### config.mk
export PLATFORM = sky130hd
export DESIGN_NAME = gnm_front
export DESIGN_NICKNAME = d
export VERILOG_FILES = /design/src/design/grid_neighbor_majority_type_defines.svh /design/src/design/gnm_pkg.sv /design/src/design/gnm_front.sv
export SDC_FILE = /design/constraint.sdc
export NUM_CORES = 1
export LEC_CHECK = 0
export BUFFER_PORTS_ARGS = -buffer_cell sky130_fd_sc_hd__buf_2
export CORE_AREA = 5 5 55 57
export CTS_CLUSTER_SIZE = 16
export DETAILED_ROUTE_END_ITERATION = 6
export DIE_AREA = 0 0 60 62
export PLACE_DENSITY = 0.78
export RECOVER_POWER = 50
export REMOVE_ABC_BUFFERS = 1
export SETUP_SLACK_MARGIN = 0.05
export SYNTH_ARGS = -nofsm -noshare
export SYNTH_HDL_FRONTEND = slang
export SYNTH_SLANG_ARGS = --single-unit
### constraint.sdc
create_clock -name i_clk -period 1.5 [get_ports i_clk]
set_clock_uncertainty 0.2 [all_clocks]
set_input_delay 0.075 -clock i_clk [delete_from_list [all_inputs] [get_ports i_clk]]
set_output_delay 0.075 -clock i_clk [all_outputs]
set_load 0.01 [all_outputs]
### src/design/grid_neighbor_majority_type_defines.svh
// ---------------------------------------------------------------------------
// Assertion macros for the neighbour majority block
// Shared property forms, clocked on i_clk and disabled while i_rst_n is low.
// ---------------------------------------------------------------------------
`ifndef GRID_NEIGHBOR_MAJORITY_TYPE_DEFINES_SVH
`define GRID_NEIGHBOR_MAJORITY_TYPE_DEFINES_SVH

// Same-cycle implication
`define GNM_ASSERT_IMPLY(name, ante, cons, msg) \
    name: assert property (@(posedge i_clk) disable iff (!i_rst_n) (ante) |-> (cons)) \
        else $error(msg);

// Next-cycle implication
`define GNM_ASSERT_NEXT(name, ante, cons, msg) \
    name: assert property (@(posedge i_clk) disable iff (!i_rst_n) (ante) |=> (cons)) \
        else $error(msg);

`endif

### src/design/gnm_pkg.sv
// ---------------------------------------------------------------------------
// gnm_pkg
// Types, constants and helpers shared by the neighbour majority block.
// ---------------------------------------------------------------------------
`default_nettype none

package gnm_pkg;

    // Field widths
    localparam int LABEL_W     = 3;
    localparam int COORD_W     = 6;
    localparam int CFG_W       = 7;
    localparam int CFG_IDX_W   = 1;
    localparam int LIM_W       = 11;
    localparam int NCOORD_W    = 8;
    localparam int S_TDATA_W   = 16;
    localparam int M_TDATA_W   = 8;

    // Default grid geometry
    localparam int DEF_MAX_COLS = 64;
    localparam int DEF_MAX_ROWS = 64;

    // Labels counted by a query, and the tally array size
    localparam int NUM_LABELS   = 8;
    localparam int LABEL_SPACE  = 1 << LABEL_W;
    localparam int TALLY_W      = 4;

    // Neighbour scan
    localparam int NBR_COUNT    = 8;
    localparam int STEP_W       = $clog2(NBR_COUNT);

    // Command queue
    localparam int QUEUE_DEPTH  = 2;

    // Opcodes
    localparam logic OP_WRITE = 1'b0;
    localparam logic OP_QUERY = 1'b1;

    // Register indexes
    localparam logic [CFG_IDX_W-1:0] CFG_IDX_WIDTH  = 1'b0;
    localparam logic [CFG_IDX_W-1:0] CFG_IDX_HEIGHT = 1'b1;

    // Reset values of the registers
    localparam logic [CFG_W-1:0] CFG_WIDTH_RST  = 7'd64;
    localparam logic [CFG_W-1:0] CFG_HEIGHT_RST = 7'd64;

    typedef struct packed {
        logic [CFG_W-1:0] width;
        logic [CFG_W-1:0] height;
    } t_cfg;

    typedef struct packed {
        logic               is_query;
        logic [COORD_W-1:0] col;
        logic [COORD_W-1:0] row;
        logic [LABEL_W-1:0] label;
    } t_cmd;

    typedef struct packed {
        logic full;
        logic empty;
    } t_q_stat;

    typedef enum logic [1:0] {
        ST_IDLE,
        ST_SCAN,
        ST_DRAIN,
        ST_PICK
    } t_back_state;

    // Column offset of neighbour number idx
    function automatic logic [1:0] nbr_dc(input logic [STEP_W-1:0] idx);
        logic [1:0] d;
        case (idx)
            3'd0, 3'd3, 3'd5: d = 2'b11;
            3'd1, 3'd6:       d = 2'b00;
            3'd2, 3'd4, 3'd7: d = 2'b01;
            default:          d = 2'b00;
        endcase
        return d;
    endfunction

    // Row offset of neighbour number idx
    function automatic logic [1:0] nbr_dr(input logic [STEP_W-1:0] idx);
        logic [1:0] d;
        case (idx)
            3'd0, 3'd1, 3'd2: d = 2'b11;
            3'd3, 3'd4:       d = 2'b00;
            3'd5, 3'd6, 3'd7: d = 2'b01;
            default:          d = 2'b00;
        endcase
        return d;
    endfunction

endpackage

`default_nettype wire

### src/design/gnm_front.sv
// ---------------------------------------------------------------------------
// gnm_front
// Accepts input words, holds the grid size registers and drops writes that
// fall outside the grid before they reach the command queue.
// ---------------------------------------------------------------------------
`default_nettype none

module gnm_front #(
    parameter int MAX_COLS = gnm_pkg::DEF_MAX_COLS,
    parameter int MAX_ROWS = gnm_pkg::DEF_MAX_ROWS
) (
    input  wire logic                             i_clk,
    input  wire logic                             i_rst_n,
    // Configuration writes
    input  wire logic                             i_cfg_valid,
    output logic                                  o_cfg_ready,
    input  wire logic [gnm_pkg::CFG_IDX_W-1:0]    i_cfg_index,
    input  wire logic [gnm_pkg::CFG_W-1:0]        i_cfg_data,
    // Input words
    input  wire logic                             i_valid,
    output logic                                  o_ready,
    input  wire logic                             i_opcode,
    input  wire logic [gnm_pkg::COORD_W-1:0]      i_col,
    input  wire logic [gnm_pkg::COORD_W-1:0]      i_row,
    input  wire logic [gnm_pkg::LABEL_W-1:0]      i_label,
    // Towards the queue
    input  gnm_pkg::t_q_stat                      i_q_stat,
    output logic                                  o_push,
    output gnm_pkg::t_cmd                         o_cmd,
    output gnm_pkg::t_cfg                         o_cfg
);

    localparam logic [gnm_pkg::LIM_W-1:0] COLS_LIM = gnm_pkg::LIM_W'(MAX_COLS);
    localparam logic [gnm_pkg::LIM_W-1:0] ROWS_LIM = gnm_pkg::LIM_W'(MAX_ROWS);

    gnm_pkg::t_cfg  r_cfg;
    logic           accept;
    logic           in_bounds;

    assign o_cfg_ready = 1'b1;
    assign o_cfg       = r_cfg;

    // Hold the grid size registers
    always_ff @(posedge i_clk) begin
        if (!i_rst_n) begin
            r_cfg.width  <= gnm_pkg::CFG_WIDTH_RST;
            r_cfg.height <= gnm_pkg::CFG_HEIGHT_RST;
        end else if (i_cfg_valid) begin
            case (i_cfg_index)
                gnm_pkg::CFG_IDX_WIDTH:  r_cfg.width  <= i_cfg_data;
                gnm_pkg::CFG_IDX_HEIGHT: r_cfg.height <= i_cfg_data;
                default: ;
            endcase
        end
    end

    // Classify the word: queries always go on, writes only inside the grid
    assign in_bounds = ({1'b0, i_col} < r_cfg.width)
                    && ({1'b0, i_row} < r_cfg.height)
                    && (gnm_pkg::LIM_W'(i_col) < COLS_LIM)
                    && (gnm_pkg::LIM_W'(i_row) < ROWS_LIM);

    assign o_ready = !i_q_stat.full;
    assign accept  = i_valid && o_ready;
    assign o_push  = accept && ((i_opcode == gnm_pkg::OP_QUERY) || in_bounds);

    assign o_cmd.is_query = (i_opcode == gnm_pkg::OP_QUERY);
    assign o_cmd.col      = i_col;
    assign o_cmd.row      = i_row;
    assign o_cmd.label    = i_label;

endmodule

`default_nettype wire

### After elaboration in Yosys (flattened, before gate mapping)

Cells that the tools add are included.
W data, S select, Z words.

| cells by class | value |
|---|---|
| bitwise gates (word level) | 1 |
| $lt $le $gt $ge | 2 |
| reductions and logical operators | 7 |

Operator list:

| operator | count |
|---|---|
| $lt A6 B7 Y1 | 2 |
| $reduce_and A2 Y1 | 2 |
| $logic_and A1 B1 Y1 | 3 |
| $logic_not A1 Y1 | 1 |
| $logic_or A1 B1 Y1 | 1 |
| $not A1 Y1 | 1 |

| storage, ports and cells | value |
|---|---|
| word-level logic and storage cells | 12 |
| register bits after elaboration | 14 |
| input bits | 30 |
| output and inout bits | 33 |

### Logic depth before layout (Yosys ltp)

| logic depth | value |
|---|---|
| depth in word-level cells | 4 |
| depth in mapped cells | 6 |
| depth with buffers taken out | 6 |

### Worst setup path after synthesis

No wires, ideal clock.

| timing | value |
|---|---|
| path type | reg-to-output |
| start | reg r_cfg (netlist bit o_cfg[2]) |
| end | out o_push |
| arrival | 1328 ps |
| required time | 1225 ps |
| path buffers | 0 |
| slack | -103 ps |
| cell stages (with the launch flop) | 7 |
| cell sequence | dfxtp_1 -> inv_1 -> ha_1 -> a21o_1 -> a31oi_1 -> o21ai_0 -> a2bb2oi_1 |

| between the ends | value |
|---|---|
| word-level cells in the longest chain between the ends | 4 |

Ends and longest elaborated chain:

| element | RTL line | text |
|---|---|---|
| start: declaration | gnm_front.sv:36 | `gnm_pkg::t_cfg r_cfg;` |
| $lt A6 B7 Y1 | gnm_front.sv:59 | `&& ({1'b0, i_row} < r_cfg.height)` |
| $logic_and A1 B1 Y1 | gnm_front.sv:59 |  |
| $logic_or A1 B1 Y1 | gnm_front.sv:65 | `assign o_push = accept && ((i_opcode == gnm_pkg::OP_QUERY) \|\| in_bounds);` |
| $logic_and A1 B1 Y1 | gnm_front.sv:65 |  |
| end: declaration | gnm_front.sv:28 | `output logic o_push,` |

No other way between the ends.

### Final worst setup path

| timing | value |
|---|---|
| start | reg r_cfg (netlist bit o_cfg[11]) |
| end | out o_push |

| between the ends | value |
|---|---|
| word-level cells in the longest chain between the ends | 4 |

Ends and longest elaborated chain:

| element | RTL line | text |
|---|---|---|
| $lt A6 B7 Y1 | gnm_front.sv:58 | `assign in_bounds = ({1'b0, i_col} < r_cfg.width)` |
| $logic_and A1 B1 Y1 | gnm_front.sv:59 |  |
| $logic_or A1 B1 Y1 | gnm_front.sv:65 |  |
| $logic_and A1 B1 Y1 | gnm_front.sv:65 |  |

No other way between the ends.

==> flow_metrics.env <==
export IMPL_cts_max_level=1
export IMPL_grt_pass1_vias=979
export IMPL_rsz0062_at_grt="true"
export IMPL_syn_cell_area_um2=988
export IMPL_status="finished, violations left"
export IMPL_met2_usage=0.282
export IMPL_synth_distinct_cells=24
export IMPL_die_area_um2=3720
export IMPL_drive_gt1_frac=0.368
export IMPL_dr_first_iter_drc_count=23
export IMPL_synth_top_cell_by_area="dfxtp_1"
export IMPL_syn_avg_cell_area_um2=8.52
export IMPL_fin_nets=216
export IMPL_yosysWarnings=0
export IMPL_hpwl_um=1990
export IMPL_vias=969
export IMPL_dpl_cell_area_um2=1190
export IMPL_cp_required_ns=1.22
export IMPL_dr_pass1_iters=4
export IMPL_grt_pass1_wl_um=3840
export IMPL_internal_power_mw=0.633
export IMPL_violations="negative setup slack"
export IMPL_coreArea_um2=2430
export IMPL_die_h_um=62
export IMPL_numCtsBuffers=3
export IMPL_cp_arrival_ns=1.57
export IMPL_path_cells="inv_2, ha_4, a21oi_4, o2111ai_2, a21oi_1, a2bb2oi_1, buf_2"
export IMPL_rows=18
export IMPL_clk_pin_slew_worst_paths_ns=0.08
export IMPL_use_met3=0.0289
export IMPL_crit_path_end_kind="output port"
export IMPL_ys_seq_area_frac=0.284
export IMPL_largest_register_ff_count=14
export IMPL_r2r_slack_ns=0.56
export IMPL_hp_start="i_row[0]"
export IMPL_switching_share=0.290
export IMPL_worstSetupPathType="reg -> out"
export IMPL_hold_class="in -> out"
export IMPL_tritoncts="done"
export IMPL_synth_top_cell_area_share=0.284
export IMPL_ff2ff_path_depth=3
export IMPL_r2r_end="o_cfg[11]"
export IMPL_power_density_nw_per_um2=634
export IMPL_finalHoldViolations=0
export IMPL_fmax_ghz=0.542
export IMPL_start_kind="flip-flop"
export IMPL_place_ws_ns=-0.150
export IMPL_syn_to_final_growth_pct=42.3
export IMPL_pwr_share_clk=0.224
export IMPL_grt_use_met1=0.132
export IMPL_grt_max_degree=15
export IMPL_power_total_mw=0.892
export IMPL_clock_sinks=14
export IMPL_netlist_instances=116
export IMPL_final_cell_area_um2=1410
export IMPL_worstHoldEndpoint="o_cmd[3]"
export IMPL_diodes=0
export IMPL_die_x_um=60
export IMPL_place_gp_congestion=0.827
export IMPL_start_util=0.406
export IMPL_ys_ff_latch=14
export IMPL_setup_viol=1
export IMPL_cp_max_fo=2
export IMPL_cts_root_buf="clkbuf_4"
export IMPL_ir_drop_mv=0.334
export IMPL_reg2reg_from="o_cfg[11]"
export IMPL_io_pins=63
export IMPL_synth_area_leaders="dfxtp_1 (28%), buf_4 (14%), ha_1 (13%), mux2i_1 (7.1%), nor2b_1 (5.1%)"
export IMPL_antenna_found_initial=0
export IMPL_drv_cap=0
export IMPL_grt_usage=0.138
export IMPL_ant_nets=0
export IMPL_clock_latency_ns=0.27
export IMPL_slowest_delay_ns=0.34
export IMPL_p_seq_frac=0.452
export IMPL_finalCritPeriodShare=1.23
export IMPL_postRouteWirelength_um=2590
export IMPL_clk_path_buf_depth=2
export IMPL_gr_max_usage_layer="met2"
export IMPL_power_frac_comb=0.324
export IMPL_routedWlPerCell_um=12.7
export IMPL_drcViolationCount=0
export IMPL_layout_setup_ws_ns=-0.344
export IMPL_avgViaCountPerCell=4.75
export IMPL_hold_depth=2
export IMPL_port_buffers=54
export IMPL_drv_slew=0
export IMPL_min_period_ns=1.84
export IMPL_grt_ovfl_total=0
export IMPL_power_switching_mw=0.259
export IMPL_p_leak_nw=0.660
export IMPL_crit_slowest_cell="dfxtp_2"
cell usage after synthesis:
cell and instances:
nand2b_4 1, a21oi_1 4, dfxtp_1 14, and2_1 1, mux2i_1 7, inv_1 11
buf_6 1, buf_12 1, nor3b_1 1, a31oi_1 1, o2111ai_1 1, a21boi_0 6
nand2b_1 4, o21ai_0 2, nor2_1 1, a21o_1 1, nand3_1 8, clkbuf_1 1
buf_4 18, nand2_1 12, conb_1 1, ha_1 10, a2bb2oi_1 1, nor2b_1 8
placed cells by master (no fill, tap or decap), types with 6 or more instances in the layout:
cell           netlist  layout
a21boi_0             6       6
buf_2                0      35
buf_4               18       9
clkbuf_1             1      19
dfxtp_1             14       9
dlygate4sd3_1        0      13
inv_1               11       8
mux2i_1              7       7
nand2_1             12      12
nand3_1              8       8
nor2b_1              8       8
critical path: cells and delay by family (launching register included):
family                   cells  cell delay [ns]
AO/OA/AOI/OAI                4             0.54
adder cells (fa/ha/maj)      1             0.22
buffers and inverters        2             0.19
flip-flops                   1             0.34
metrics by stage:
stage	hold WS [ns]	TNS (ns)	cells	utilization
after floorplan	-0.0631	-0.103	95	-
after global placement	-0.0499	-0.121	188	0.491
after detailed placement	-0.0499	-0.150	188	0.491
after CTS	0.149	-0.380	204	0.572
after global routing	0.178	-0.432	204	0.578
final	0.167	-0.344	204	0.578
routing by layer:
| layer | vias up | part of all wire |
|---|---|---|
| met5 | - | 0 |
| met4 | 0 | 0.019 |
| met1 | 422 | 0.35 |
| met3 | 6 | 0.12 |
| met2 | 56 | 0.50 |
| li1 | 485 | - |
power groups by stage:
stage,Sequential (mW),Combinational (mW),Clock (mW)
6_report,0.403,0.289,0.200
5_1_grt,0.406,0.320,0.231
4_1_cts,0.401,0.280,0.211
3_5_place_dp,0.409,0.236,0
3_3_place_gp,0.408,0.227,0
2_1_floorplan,0.419,0.0892,0
worst max path at each step:
stage,to,from,slack [ns],cells after the start
after floorplan,o_push,o_cfg[2],-0.10,6
after global placement,o_push,o_cfg[2],-0.12,7
after detailed placement,o_push,o_cfg[2],-0.15,7
after CTS,o_push,o_cfg[11],-0.38,7
after global routing,o_push,o_cfg[9],-0.43,7
final,o_push,o_cfg[11],-0.34,7
layout make-up:
type	instances	area, um^2
clock buffer	3	22.5
fill	222	1030
inverter	11	41.3
multi-input combinational	70	574
sequential	14	287
tap	30	37.5
timing repair buffer	76	444
timing repair:
item                       4_1_cts  5_1_grt
resized for setup               10        9
setup buffers                    0        0
hold buffers                    13        0
gates cloned                     0        0
pin swaps                        5        6
hold endpoints to repair        17        0
setup endpoints to repair        1        1
logic make-up after synthesis:
family / synth area share
and+or+nand+nor: 0.194
buffers and inverters: 0.214
AOI/OAI and AO/OA: 0.108
DFF: 0.284
adders and majority gates: 0.127
muxes: 0.0709
other: 0.00379
Power figures use the tool's default switching activity.
