$ cat src/design/grid_neighbor_majority_type_defines.svh
// ---------------------------------------------------------------------------
// Assertion macros for the neighbour majority block
// Shared property forms, clocked on i_clk and disabled while i_rst_n is low.
// ---------------------------------------------------------------------------
`ifndef GRID_NEIGHBOR_MAJORITY_TYPE_DEFINES_SVH
`define GRID_NEIGHBOR_MAJORITY_TYPE_DEFINES_SVH

// Same-cycle implication
`define GNM_ASSERT_IMPLY(name, ante, cons, msg) \
    name: assert property (@(posedge i_clk) disable iff (!i_rst_n) (ante) |-> (cons)) \
        else $error(msg);

// Next-cycle implication
`define GNM_ASSERT_NEXT(name, ante, cons, msg) \
    name: assert property (@(posedge i_clk) disable iff (!i_rst_n) (ante) |=> (cons)) \
        else $error(msg);

`endif

$ cat src/design/gnm_pkg.sv
// ---------------------------------------------------------------------------
// gnm_pkg
// Types, constants and helpers shared by the neighbour majority block.
// ---------------------------------------------------------------------------
`default_nettype none

package gnm_pkg;

    // Field widths
    localparam int LABEL_W     = 3;
    localparam int COORD_W     = 6;
    localparam int CFG_W       = 7;
    localparam int CFG_IDX_W   = 1;
    localparam int LIM_W       = 11;
    localparam int NCOORD_W    = 8;
    localparam int S_TDATA_W   = 16;
    localparam int M_TDATA_W   = 8;

    // Default grid geometry
    localparam int DEF_MAX_COLS = 64;
    localparam int DEF_MAX_ROWS = 64;

    // Labels counted by a query, and the tally array size
    localparam int NUM_LABELS   = 8;
    localparam int LABEL_SPACE  = 1 << LABEL_W;
    localparam int TALLY_W      = 4;

    // Neighbour scan
    localparam int NBR_COUNT    = 8;
    localparam int STEP_W       = $clog2(NBR_COUNT);

    // Command queue
    localparam int QUEUE_DEPTH  = 2;

    // Opcodes
    localparam logic OP_WRITE = 1'b0;
    localparam logic OP_QUERY = 1'b1;

    // Register indexes
    localparam logic [CFG_IDX_W-1:0] CFG_IDX_WIDTH  = 1'b0;
    localparam logic [CFG_IDX_W-1:0] CFG_IDX_HEIGHT = 1'b1;

    // Reset values of the registers
    localparam logic [CFG_W-1:0] CFG_WIDTH_RST  = 7'd64;
    localparam logic [CFG_W-1:0] CFG_HEIGHT_RST = 7'd64;

    typedef struct packed {
        logic [CFG_W-1:0] width;
        logic [CFG_W-1:0] height;
    } t_cfg;

    typedef struct packed {
        logic               is_query;
        logic [COORD_W-1:0] col;
        logic [COORD_W-1:0] row;
        logic [LABEL_W-1:0] label;
    } t_cmd;

    typedef struct packed {
        logic full;
        logic empty;
    } t_q_stat;

    typedef enum logic [1:0] {
        ST_IDLE,
        ST_SCAN,
        ST_DRAIN,
        ST_PICK
    } t_back_state;

    // Column offset of neighbour number idx
    function automatic logic [1:0] nbr_dc(input logic [STEP_W-1:0] idx);
        logic [1:0] d;
        case (idx)
            3'd0, 3'd3, 3'd5: d = 2'b11;
            3'd1, 3'd6:       d = 2'b00;
            3'd2, 3'd4, 3'd7: d = 2'b01;
            default:          d = 2'b00;
        endcase
        return d;
    endfunction

    // Row offset of neighbour number idx
    function automatic logic [1:0] nbr_dr(input logic [STEP_W-1:0] idx);
        logic [1:0] d;
        case (idx)
            3'd0, 3'd1, 3'd2: d = 2'b11;
            3'd3, 3'd4:       d = 2'b00;
            3'd5, 3'd6, 3'd7: d = 2'b01;
            default:          d = 2'b00;
        endcase
        return d;
    endfunction

endpackage

`default_nettype wire

$ cat src/design/gnm_queue.sv
// ---------------------------------------------------------------------------
// gnm_queue
// Short command queue between the front end and the back end.
// ---------------------------------------------------------------------------
`default_nettype none

module gnm_queue (
    input  wire logic           i_clk,
    input  wire logic           i_rst_n,
    input  wire logic           i_push,
    input  gnm_pkg::t_cmd       i_cmd,
    input  wire logic           i_pop,
    output gnm_pkg::t_cmd       o_head,
    output gnm_pkg::t_q_stat    o_stat
);

    localparam int PTR_W = (gnm_pkg::QUEUE_DEPTH > 1) ? $clog2(gnm_pkg::QUEUE_DEPTH) : 1;
    localparam int CNT_W = $clog2(gnm_pkg::QUEUE_DEPTH + 1);

    gnm_pkg::t_cmd          r_slot [gnm_pkg::QUEUE_DEPTH];
    logic [PTR_W-1:0]       r_wr_ptr, n_wr_ptr;
    logic [PTR_W-1:0]       r_rd_ptr, n_rd_ptr;
    logic [CNT_W-1:0]       r_count, n_count;
    logic                   do_push, do_pop;

    assign o_stat.full  = (r_count == CNT_W'(gnm_pkg::QUEUE_DEPTH));
    assign o_stat.empty = (r_count == '0);
    assign o_head       = r_slot[r_rd_ptr];

    assign do_push = i_push && !o_stat.full;
    assign do_pop  = i_pop && !o_stat.empty;

    // Advance pointers and occupancy
    always_comb begin
        n_wr_ptr = r_wr_ptr;
        n_rd_ptr = r_rd_ptr;
        n_count  = r_count;
        if (do_push) begin
            n_wr_ptr = (r_wr_ptr == PTR_W'(gnm_pkg::QUEUE_DEPTH - 1)) ? '0 : r_wr_ptr + 1'b1;
        end
        if (do_pop) begin
            n_rd_ptr = (r_rd_ptr == PTR_W'(gnm_pkg::QUEUE_DEPTH - 1)) ? '0 : r_rd_ptr + 1'b1;
        end
        if (do_push && !do_pop) begin
            n_count = r_count + 1'b1;
        end else if (do_pop && !do_push) begin
            n_count = r_count - 1'b1;
        end
    end

    always_ff @(posedge i_clk) begin
        if (!i_rst_n) begin
            r_wr_ptr <= '0;
            r_rd_ptr <= '0;
            r_count  <= '0;
        end else begin
            r_wr_ptr <= n_wr_ptr;
            r_rd_ptr <= n_rd_ptr;
            r_count  <= n_count;
        end
    end

    // Store the incoming command word
    always_ff @(posedge i_clk) begin
        if (do_push) begin
            r_slot[r_wr_ptr] <= i_cmd;
        end
    end

endmodule

`default_nettype wire

$ cat config.mk
export PLATFORM = sky130hd
export DESIGN_NAME = gnm_queue
export DESIGN_NICKNAME = d
export VERILOG_FILES = /design/src/design/grid_neighbor_majority_type_defines.svh /design/src/design/gnm_pkg.sv /design/src/design/gnm_queue.sv
export SDC_FILE = /design/constraint.sdc
export NUM_CORES = 1
export LEC_CHECK = 0
export BUFFER_PORTS_ARGS = -buffer_cell sky130_fd_sc_hd__buf_2
export CAP_MARGIN = 30
export CORE_MARGIN = 2
export CORE_UTILIZATION = 45
export DETAILED_ROUTE_END_ITERATION = 8
export PLACE_DENSITY = 0.7
export REMOVE_ABC_BUFFERS = 1
export SLEW_MARGIN = 20
export SYNTH_ARGS = -nofsm -noshare
export SYNTH_HDL_FRONTEND = slang
export SYNTH_SLANG_ARGS = --single-unit
$ cat constraint.sdc
create_clock -name i_clk -period 2.5 [get_ports i_clk]
set_clock_uncertainty 0.2 [all_clocks]
set_input_delay 0.125 -clock i_clk [delete_from_list [all_inputs] [get_ports i_clk]]
set_output_delay 0.125 -clock i_clk [all_outputs]
set_load 0.05 [all_outputs]
Word-level counts from Yosys, hierarchy flattened --
Memories as Yosys holds them, arrays and structs flattened. A register that Yosys moved wholly into a read port is not among the register bits. Cells that the tools add are included. Widths: inputs -> output; s select.
Word-level totals: memories kept 1, output and inout bits 18, memory bits (writable) 32, bits of input ports 20, word-level logic and storage cells 27, register bits after elaboration 4
Memories:
- r_slot | depth 2, width 16, rd ports 1, clocked after memory_dff 1, write ports 1, RTL line gnm_queue.sv:20 | gnm_pkg::t_cmd r_slot [gnm_pkg::QUEUE_DEPTH];
Cells by class: multiplexer cells 8, add/subtract/negate cells 4, reduce and logical (&&, ||, !) cells 10, equality and inequality tests 1
Operator list (count):
- $mux 1 | 6
- $logic_and 1x1->1 | 4
- $logic_not 1->1 | 4
- $mux 2 | 2
- $add 1x1->1 const B | 2
- $add 2x1->2 const B | 1
- $eq 2x2->1 const B | 1
- $logic_not 2->1 | 1
- $reduce_bool 2->1 | 1
- $sub 2x1->2 const B | 1

Depth between registers and ports, before layout --
Gate-level depths: netlist (run 1).
word-level depth 7, gate-level depth with buffers 7, mapped depth without buffers 7

Worst setup path before layout (run 1) --
Ideal clock, no wire load.
path kind register -> register, start reg r_count[0], end mem r_slot[0][0] (netlist name) (enable), period minus slack after synthesis 1.979 ns, cell stages (with the launch flop) 4, library setup time 0.388 ns, slack 0.521 ns, data required time 1.912 ns, data arrival time 1.391 ns, buffers on the path 0, cells stage by stage dfxtp_1 nand2b_1 inv_2 nor3_2
RTL lines:
- start: declaration | RTL line gnm_queue.sv:23 | logic [CNT_W-1:0] r_count, n_count;
- start signal: assignment | RTL line gnm_queue.sv:59 | r_count <= n_count;
- end: declaration | RTL line gnm_queue.sv:20

==> results.json, run 1 <==
{
  "drive_gt1_frac": 0.468,
  "cpLargestDelayFamily": "flip-flops",
  "clk_pin_slew_ns": 0.09,
  "synth_top_area_cell": "edfxtp_1",
  "p_per_area_nw_per_um2": 1030,
  "synth_common_cells": "edfxtp_1, mux2_2, dfxtp_1",
  "final_core_util": 0.618,
  "cts-root-buf": "clkbuf_4",
  "die_area_um2": 3540,
  "worst_slack_ns": 0.434,
  "antenna_cells": 0,
  "cts_setup_buffers": 0,
  "hpwl_um": 1490,
  "ys_types": 21,
  "crit_path_max_incr_delay_ns": 0.78,
  "final.setup.tns_ns": 0,
  "dr_wl_met3_um": 105,
  "slew_headroom": 0.530,
  "grt_overflow_total": 0,
  "rsz0062_at_grt": "no",
  "wl_um": 2190,
  "synth_seq_cells": 37,
  "worst_slew_pin_slew_ns": 0.704,
  "synth_most_common_cell": "edfxtp_1",
  "place.gp.congestion": 0.668,
  "hp-start": "i_pop",
  "synth_edf_count": 32,
  "critPathRequiredTime_ns": 2.17,
  "synthCells": 75,
  "r2r-start": "r_count[0]$_SDFFE_PN0P_",
  "ios": 38,
  "grtUsageTotal": 0.137,
  "fin_crit_sh": 0.826,
  "crit_path_max_fanout": 16,
  "start_util": 0.462,
  "cts_sinks": 37,
  "area_growth_pct": 33.7,
  "ys.flop_type": "edfxtp_1",
  "maxCapViolations": 0,
  "core_area_um2": 3000,
  "antenna_found_initial": 0,
  "yosysTopAreaCellShare": 0.693,
  "finalSetupViolCount": 0,
  "first_iter_violations": 17,
  "critPathBufInv": 1,
  "m1WireLength_um": 833,
  "vias": 841,
  "fin_crit_ns": 2.07,
  "r2r_end": "r_wr_ptr$_SDFFE_PN0P_",
  "crit_chain": "mux2_2 > buf_2",
  "min_path_cells": 4,
  "synth_warnings": 0,
  "clock_latency_ns": 0.33,
  "first_global_vias": 849,
  "htreeDepth": 2,
  "routed.top_layer": "met4",
  "pre_cts_ws_ns": 0.690,
  "cp-end-kind": "output port",
  "cts_tree": "built",
  "grt_pass1_wl_um": 3360,
  "hold_viol_final": 0,
  "drt_pass1_iterations": 4,
  "slew_viol_final": 0,
  "reg2regPathDepth": 6,
  "routedWlPerCell_um": 12.7,
  "die_w_um": 59.5,
  "crit_type": "register to output port",
  "rows": 20,
  "slowest_stage": "dfxtp_1",
  "portBuffers": 37,
  "p_leak_nw": 0.730,
  "max_freq_ghz": 0.484,
  "r2r_setup_slack_ns": 0.60,
  "ys_seq_area_frac": 0.765,
  "async_reset_ff_frac": 0,
  "numCtsBuffers": 5,
  "startpoint_type": "register",
  "peakVddDrop_v": 0.000576,
  "grt_max_degree": 17,
  "status": "complete, no violations",
  "arrival_ns": 1.74,
  "synth_area_leaders": "edfxtp_1, mux2_2, dfxtp_1",
  "wl_met2_um": 1200,
  "drc": 0,
  "syn_area_per_cell_um2": 18.5,
  "vias_per_cell": 4.89,
  "ant_nets": 0,
  "die_y_um": 59.5,
  "layout.nets": 159,
  "hp-class": "input port to register",
  "netlist_area_um2": 1390,
  "clock_path_buffers": 2
}
==> through the flow <==
step | hold WS (ns) | area, um^2 | std cells | total power [mW]
2_1_floorplan | 0.0239 | 1380 | 73 | 1.45
6_report | 0.0728 | 1860 | 172 | 1.92
4_1_cts | 0.0534 | 1860 | 172 | 1.95
5_1_grt | 0.0768 | 1860 | 172 | 2.02
3_5_place_dp | 0.118 | 1620 | 146 | 1.63
3_3_place_gp | 0.113 | 1620 | 146 | 1.61
==> metal layers <==
layer	vias to the layer above	track usage
met4	0	0.0952
met1	396	0.132
li1	414	-
met2	23	0.246
met3	8	0.0393
met5	-	0
==> repair_timing <==
item / 4_1_cts / 5_1_grt
hold buffers: 18 / 0
hold endpoints to repair: 37 / 0
resized for setup: 0 / 0
==> worst max path at each step <==
stage                                  startpoint                       to  slack (ns)  cells past startpoint
after floorplan           r_count[0]$_SDFFE_PN0P_   r_slot[0][0]$_DFFE_PP_        0.52                      3
final                                    register               o_head[14]        0.43                      2
after global placement    r_count[0]$_SDFFE_PN0P_  r_count[1]$_SDFFE_PN0P_        0.78                      6
after CTS                                register               o_head[14]        0.37                      2
after global routing                     register               o_head[14]        0.30                      2
after detailed placement  r_count[0]$_SDFFE_PN0P_  r_count[1]$_SDFFE_PN0P_        0.69                      6
==> layout make-up <==
cell class	instances	area, um^2
well taps	33	41.3
fillers	242	1150
inverters	2	7.51
flip-flops and latches	37	1060
multi-input cells	34	307
repair buffers	58	388
clock buffers	6	41.3
clock inverters	2	10.0
==> sequential cells by signal, summed over array words and instances (netlist names), named ones only <==
register	count
r_slot	32
r_wr_ptr	1
r_count	2
r_rd_ptr	1
==> where the power goes <==
group / switching (mW) / internal, mW / total, mW
clock: 0.178 / 0.107 / 0.285
combinational: 0.519 / 0.262 / 0.781
sequential: 0.0709 / 0.780 / 0.851
total: 0.769 / 1.15 / 1.92
==> cell usage in the layout, fill, tap and decap left out, drive strengths merged <==
cell	n
nor3	1
a21boi	2
clkbuf	6
inv	2
xnor2	2
clkinv	2
and2	3
xor2	1
ha	1
dlygate4sd3	18
nand2b	1
and3	1
o21a	1
o21ai	2
mux2	16
buf	40
nor2	2
edfxtp	32
dfxtp	5
or3	1
==> tightest hold or removal path, stage by stage <==
cell	delay, ns
buf_2	0.07
o21ai_1	0.09
xnor2_1	0.17
and2_1	0.12
==> cells by family (layout without fill, tap and decap cells) <==
logic type | after synthesis | count (layout) | share of synthesized area
xor+xnor | 3 | 3 | 0.0189
mux | 16 | 16 | 0.130
buf+inv | 4 | 68 | 0.0144
flops | 37 | 37 | 0.765
compound gates | 5 | 5 | 0.0234
fa+ha+maj | 1 | 1 | 0.00902
simple gates | 9 | 9 | 0.0397
Note: power is estimated with default switching activity, not from simulation.
==> run 2, diff against run 1 <==
Settings changed: PLACE_DENSITY 0.7 to 0.73.
Clock period 2.5 ns to 1.7 ns, I/O delays scaled along.
==> run 2 against run 1 <==
Total power increased by 62%. Critical path depth increased by 6. Design area increased by 8.2%. Largest power group is now combinational cells. Largest cell class unchanged. Wire length increased by 18%. Clock power increased by 46%.
==> results.json, run 2 (synthesized netlist as in run 1, its figures left out) <==
{
  "hpwl_um": 1470,
  "start_util": 0.462,
  "ant_nets": 0,
  "p_leak_nw": 0.786,
  "first_iter_violations": 28,
  "vias": 880,
  "sw_frac_of_total": 0.390,
  "cts_tree": "built",
  "clock_path_buffers": 2,
  "worst_slew_pin_slew_ns": 0.252,
  "r2r_setup_slack_ns": 0.02,
  "placed_cell_area_um2": 1660,
  "clock_latency_ns": 0.33,
  "crit_chain": "dlygate4sd3_1 > buf_2 > inv_1 > nor2_4 > ha_4 > xor2_1 > or3_1 > a21boi_1",
  "first_global_vias": 889,
  "p_int_mw": 1.90,
  "ios": 38,
  "cts-root-buf": "clkbuf_4",
  "fin_crit_sh": 0.990,
  "grt_max_degree": 17,
  "p_sw_mw": 1.21,
  "finalSetupViolCount": 0,
  "grt_overflow_total": 0,
  "drive_gt1_frac": 0.538,
  "crit_path_max_fanout": 3,
  "slew_headroom": 0.833,
  "hold_viol_final": 0,
  "htreeDepth": 2,
  "arrival_ns": 1.74,
  "place.gp.congestion": 0.632,
  "die_area_um2": 3540,
  "slew_viol_final": 0,
  "p_per_area_nw_per_um2": 1550,
  "core_area_um2": 3000,
  "critPathRequiredTime_ns": 1.75,
  "maxCapViolations": 0,
  "vias_per_cell": 4.94,
  "area_growth_pct": 44.7,
  "seq_power_share": 0.394,
  "wl_um": 2570,
  "cts_sinks": 37,
  "hp-class": "input port to register",
  "p_comb_frac": 0.472,
  "layout_commonest_cell": "edfxtp_1",
  "slowest_stage": "dlygate4sd3_1",
  "max_freq_ghz": 0.594,
  "layout.nets": 165,
  "largest_reg_flops": 32,
  "startpoint_type": "input port",
  "fin_crit_ns": 1.68,
  "antenna_cells": 0,
  "peakVddDrop_v": 0.000938,
  "clk_pin_slew_ns": 0.10,
  "drt_pass1_iterations": 4,
  "regMostFlops": "r_slot",
  "dp.cells": 148,
  "power_frac_clock": 0.134,
  "drc": 0,
  "crit_path_max_incr_delay_ns": 0.53,
  "numCtsBuffers": 5,
  "layout_common_cells": "edfxtp_1, buf_2, dlygate4sd3_1, buf_4, mux2_2",
  "cp-end-kind": "register",
  "die_y_um": 59.5,
  "status": "complete, no violations",
  "die_w_um": 59.5,
  "top_regs": "r_slot (32), r_count (2)",
  "routedWlPerCell_um": 14.5,
  "grt_pass1_wl_um": 3520,
  "portBuffers": 37,
  "antenna_found_initial": 0,
  "stdcell_count": 178,
  "crit_type": "input port to register",
  "rows": 20,
  "post-route-cell-area_um2": 2010,
  "grtUsageTotal": 0.146,
  "critPathBufInv": 3,
  "cpLargestDelayFamily": "buffers and inverters"
}
==> run 2: cell count changes in the layout (fill, tap and decap cells not counted), moves of 2 or more <==
cell     change
buf_2       -13
buf_4       +15
dfxtp_1      -3
dfxtp_4      +2
buf_6        +2
buf_12       +2
==> run 2: final cells by class <==
class                   count  area [um^2]
clock inverters             2         10.0
clock buffers               6         41.3
multi-input cells          34          338
flip-flops and latches     37         1070
well taps                  33         41.3
repair buffers             64          498
inverters                   2         10.0
fillers                   221          995
==> run 2: final timing paths <==
check,depth (start not counted),from,end
max reg2reg,4,r_count[1]$_SDFFE_PN0P_,r_count[1]$_SDFFE_PN0P_
min reg2reg,2,r_count[1]$_SDFFE_PN0P_,r_count[1]$_SDFFE_PN0P_
min,4,i_pop,r_rd_ptr$_SDFFE_PN0P_
max,8,i_push,r_count[1]$_SDFFE_PN0P_
==> run 2: per-stage QoR <==
stage / util / power [mW] / TNS, ns / setup WS [ns] / hold slack, ns
after floorplan: - / 2.14 / -4.78 / -0.279 / -0.0161
after global placement: 0.554 / 2.43 / 0 / 0.0394 / 0.0721
after detailed placement: 0.554 / 2.46 / -0.0491 / -0.0491 / 0.0788
after CTS: 0.643 / 2.97 / 0 / 0.00207 / 0.0145
after global routing: 0.669 / 3.25 / -0.0267 / -0.0267 / 0.0689
final: 0.669 / 3.11 / 0 / 0.0170 / 0.0362
==> run 2: power groups by stage <==
stage	Sequential (mW)	Combinational (mW)	Clock [mW]
final	1.23	1.47	0.416
after global routing	1.24	1.54	0.465
after CTS	1.22	1.32	0.430
after detailed placement	1.24	1.23	0
after global placement	1.22	1.21	0
after floorplan	1.25	0.893	0
==> run 2: timing repair <==
item,in CTS,in global routing
hold buffers,18,0
pin swaps,1,3
endpoints found under the setup margin,14,11
gates resized for setup,10,24
endpoints found under the hold margin,37,0
buffers inserted,1,3
==> run 2: worst min-delay path, stage by stage <==
cell and delay (ns):
buf_2 0.11, o21ai_2 0.10, xnor2_1 0.08, and2_1 0.15
==> run 2: metal layers <==
| layer | vias to the layer above | track usage | share of wire |
|---|---|---|---|
| met1 | 418 | 0.122 | 0.34 |
| met4 | 0 | 0.0667 | 0.016 |
| li1 | 423 | - | - |
| met3 | 7 | 0.0611 | 0.059 |
| met5 | - | 0 | 0 |
| met2 | 32 | 0.287 | 0.59 |
==> run 3, diff against run 2 <==
Settings changed: CORE_UTILIZATION 45 to 44, CTS_CLUSTER_SIZE from default to 10, PLACE_DENSITY 0.73 to 0.72, REMOVE_ABC_BUFFERS 1 to default.
==> run 3 against run 2 <==
The run now ends with setup timing left. Global-route usage increased by 1.1 points. Wire length rose by 2.6%. Critical path type is now register to register. Cell count grew 7.9%. Non-clock buffer count rose by 3. Via count decreased by 1.5%. Worst hold slack lost 0.0020 ns. Register-to-register slack got worse by 0.02 ns. Highest routed layer unchanged. Sequential power about the same. Fmax decreased by 1.4%. Largest cell class unchanged. Utilization rose by 5.4 points. Sequential share of layout area shrank 4.4 points.
==> results.json, run 3 (synthesized netlist as in run 1, its figures left out) <==
{
  "sw_frac_of_total": 0.358,
  "slew_viol_final": 0,
  "path_depth": 7,
  "start_util": 0.458,
  "worst_slew_pin_slew_ns": 0.242,
  "die_area_um2": 3620,
  "place.gp.congestion": 0.616,
  "clk_pin_slew_ns": 0.11,
  "clock_path_buffers": 2,
  "wl_um": 2640,
  "hp-class": "input port to register",
  "p_comb_frac": 0.477,
  "layout_common_cells": "edfxtp_1, buf_2, dlygate4sd3_1",
  "crit_path_max_fanout": 4,
  "p_sw_mw": 1.27,
  "worst_slack_ns": -0.00677,
  "num-fill-cells": 202,
  "stdcell_count": 192,
  "top_regs": "r_slot (32), r_count (2)",
  "drive_gt1_frac": 0.547,
  "critPathRequiredTime_ns": 1.76,
  "numCtsBuffers": 5,
  "grt_max_degree": 15,
  "largest_reg_flops": 32,
  "core_area_um2": 3030,
  "htreeDepth": 2,
  "pre_cts_ws_ns": -0.00853,
  "dp.cells": 161,
  "p_int_mw": 2.28,
  "hpwl_um": 1710,
  "final_core_util": 0.723,
  "crit_path_max_incr_delay_ns": 0.37,
  "cts_tree": "built",
  "grt_pass1_wl_um": 3880,
  "critPathBufInv": 1,
  "die_y_um": 60.2,
  "layout.nets": 168,
  "crit_type": "register to register",
  "setup.worst_path.end": "r_count[1]$_SDFFE_PN0P_",
  "arrival_ns": 1.76,
  "failed_checks": "setup timing",
  "crit_chain": "nand2b_4 > inv_8 > nor2_2 > ha_2 > xor2_2 > or3_1 > a21boi_1",
  "p_leak_nw": 0.869,
  "cpLargestDelayFamily": "simple AND/OR/NAND/NOR gates",
  "startpoint_type": "register",
  "ant_nets": 0,
  "synth_nets": 96,
  "slew_headroom": 0.838,
  "cp-end-kind": "register",
  "maxCapViolations": 0,
  "p_per_area_nw_per_um2": 1620,
  "vias_per_cell": 4.52,
  "startpoint": "r_count[0]$_SDFFE_PN0P_",
  "antenna_found_initial": 0,
  "finalSetupViolCount": 1,
  "die_w_um": 60.2,
  "first_global_vias": 868,
  "rows": 20,
  "fin_crit_ns": 1.71,
  "first_iter_violations": 31,
  "portBuffers": 37,
  "fin_crit_sh": 1.00,
  "grtUsageTotal": 0.157,
  "r2r_setup_slack_ns": -0.007,
  "routedWlPerCell_um": 13.8,
  "cts-root-buf": "clkbuf_4",
  "regMostFlops": "r_slot",
  "hold_viol_final": 0,
  "reg2regPathDepth": 7,
  "ios": 38,
  "rsz0062_at_grt": "yes",
  "seq_power_share": 0.348,
  "area_growth_pct": 57.8,
  "slowest_stage": "dfxtp_4",
  "drt_pass1_iterations": 4,
  "peakVddDrop_v": 0.00108,
  "final.setup.tns_ns": -0.00677,
  "layout_commonest_cell": "edfxtp_1",
  "cts_sinks": 37,
  "power_frac_clock": 0.175,
  "antenna_cells": 0,
  "grt_overflow_total": 0,
  "r2r-start": "r_count[0]$_SDFFE_PN0P_",
  "max_freq_ghz": 0.586,
  "drc": 0,
  "status": "complete, but fails checks",
  "clock_latency_ns": 0.33,
  "r2r_end": "r_count[1]$_SDFFE_PN0P_",
  "vias": 867
}
run 3: cell types whose count changed in the layout (fill, tap and decap cells not counted), moves of 2 or more:
cell      delta
buf_4        -8
mux2_4       +7
buf_8        +7
mux2_2       -7
buf_2        -2
buf_6        +6
clkinv_2     -2
run 3: worst min-delay path by stage:
stage / from / end / slack, ns / cells past startpoint
CTS: i_pop / register / 0.02 / 4
global route: i_pop / register / 0.05 / 4
finish: i_pop / r_rd_ptr$_SDFFE_PN0P_ / 0.03 / 4
global placement: i_cmd[7] / r_slot[0][7]$_DFFE_PP_ / 0.07 / 1
detailed placement: i_cmd[1] / r_slot[1][1]$_DFFE_PP_ / 0.08 / 1
floorplan: i_cmd[0] / r_slot[0][0]$_DFFE_PP_ / -0.02 / 0
run 3: worst register-to-register path: cells and delay by family, from the launching register on:
family	cells	cell delay, ns
AND/OR/NAND/NOR	3	0.54
flip-flops	1	0.37
adder cells (fa/ha/maj)	1	0.18
XOR/XNOR	1	0.15
AO/OA/AOI/OAI	1	0.13
buffers and inverters	1	0.06
run 3: through the flow:
stage | power [mW] | hold WS [ns] | cell area, um^2
after floorplan | 2.20 | -0.0161 | 1410
after global placement | 2.49 | 0.0738 | 1700
after detailed placement | 2.53 | 0.0764 | 1700
after CTS | 3.30 | 0.0156 | 2030
after global routing | 3.72 | 0.0484 | 2190
final | 3.55 | 0.0342 | 2190
run 3: cell type report:
type,instances,area (um^2),share of cell area
multi-input combinational,34,359,0.164
sequential,37,1070,0.489
inverter,2,15.0,0.00686
tap,44,55.1,0.0251
timing repair buffer,67,606,0.277
clock inverter,1,30.0,0.0137
clock buffer,7,55.1,0.0251
run 3: power groups by stage:
stage / Combinational, mW / Clock [mW] / Sequential (mW)
after floorplan: 0.983 / 0 / 1.22
after global placement: 1.27 / 0 / 1.23
after detailed placement: 1.28 / 0 / 1.24
after CTS: 1.43 / 0.642 / 1.23
after global routing: 1.78 / 0.684 / 1.25
final: 1.69 / 0.622 / 1.24
run 3: what timing repair did:
item	4_1_cts	5_1_grt
resized for setup	22	31
endpoints found under the setup margin	15	15
hold endpoints to repair	37	0
hold buffers	18	0
pin swaps	0	2
gates cloned	0	1
buffers inserted	1	3
run 3: routing by layer:
| layer | global-route usage | part of all wire | up-vias | wire length (um) |
|---|---|---|---|---|
| li1 | - | - | 422 | - |
| met1 | 0.155 | 0.38 | 416 | 1010 |
| met2 | 0.280 | 0.56 | 25 | 1490 |
| met5 | 0 | 0 | - | 0 |
| met4 | 0.0667 | 0.0095 | 0 | 25 |
| met3 | 0.0736 | 0.043 | 4 | 114 |
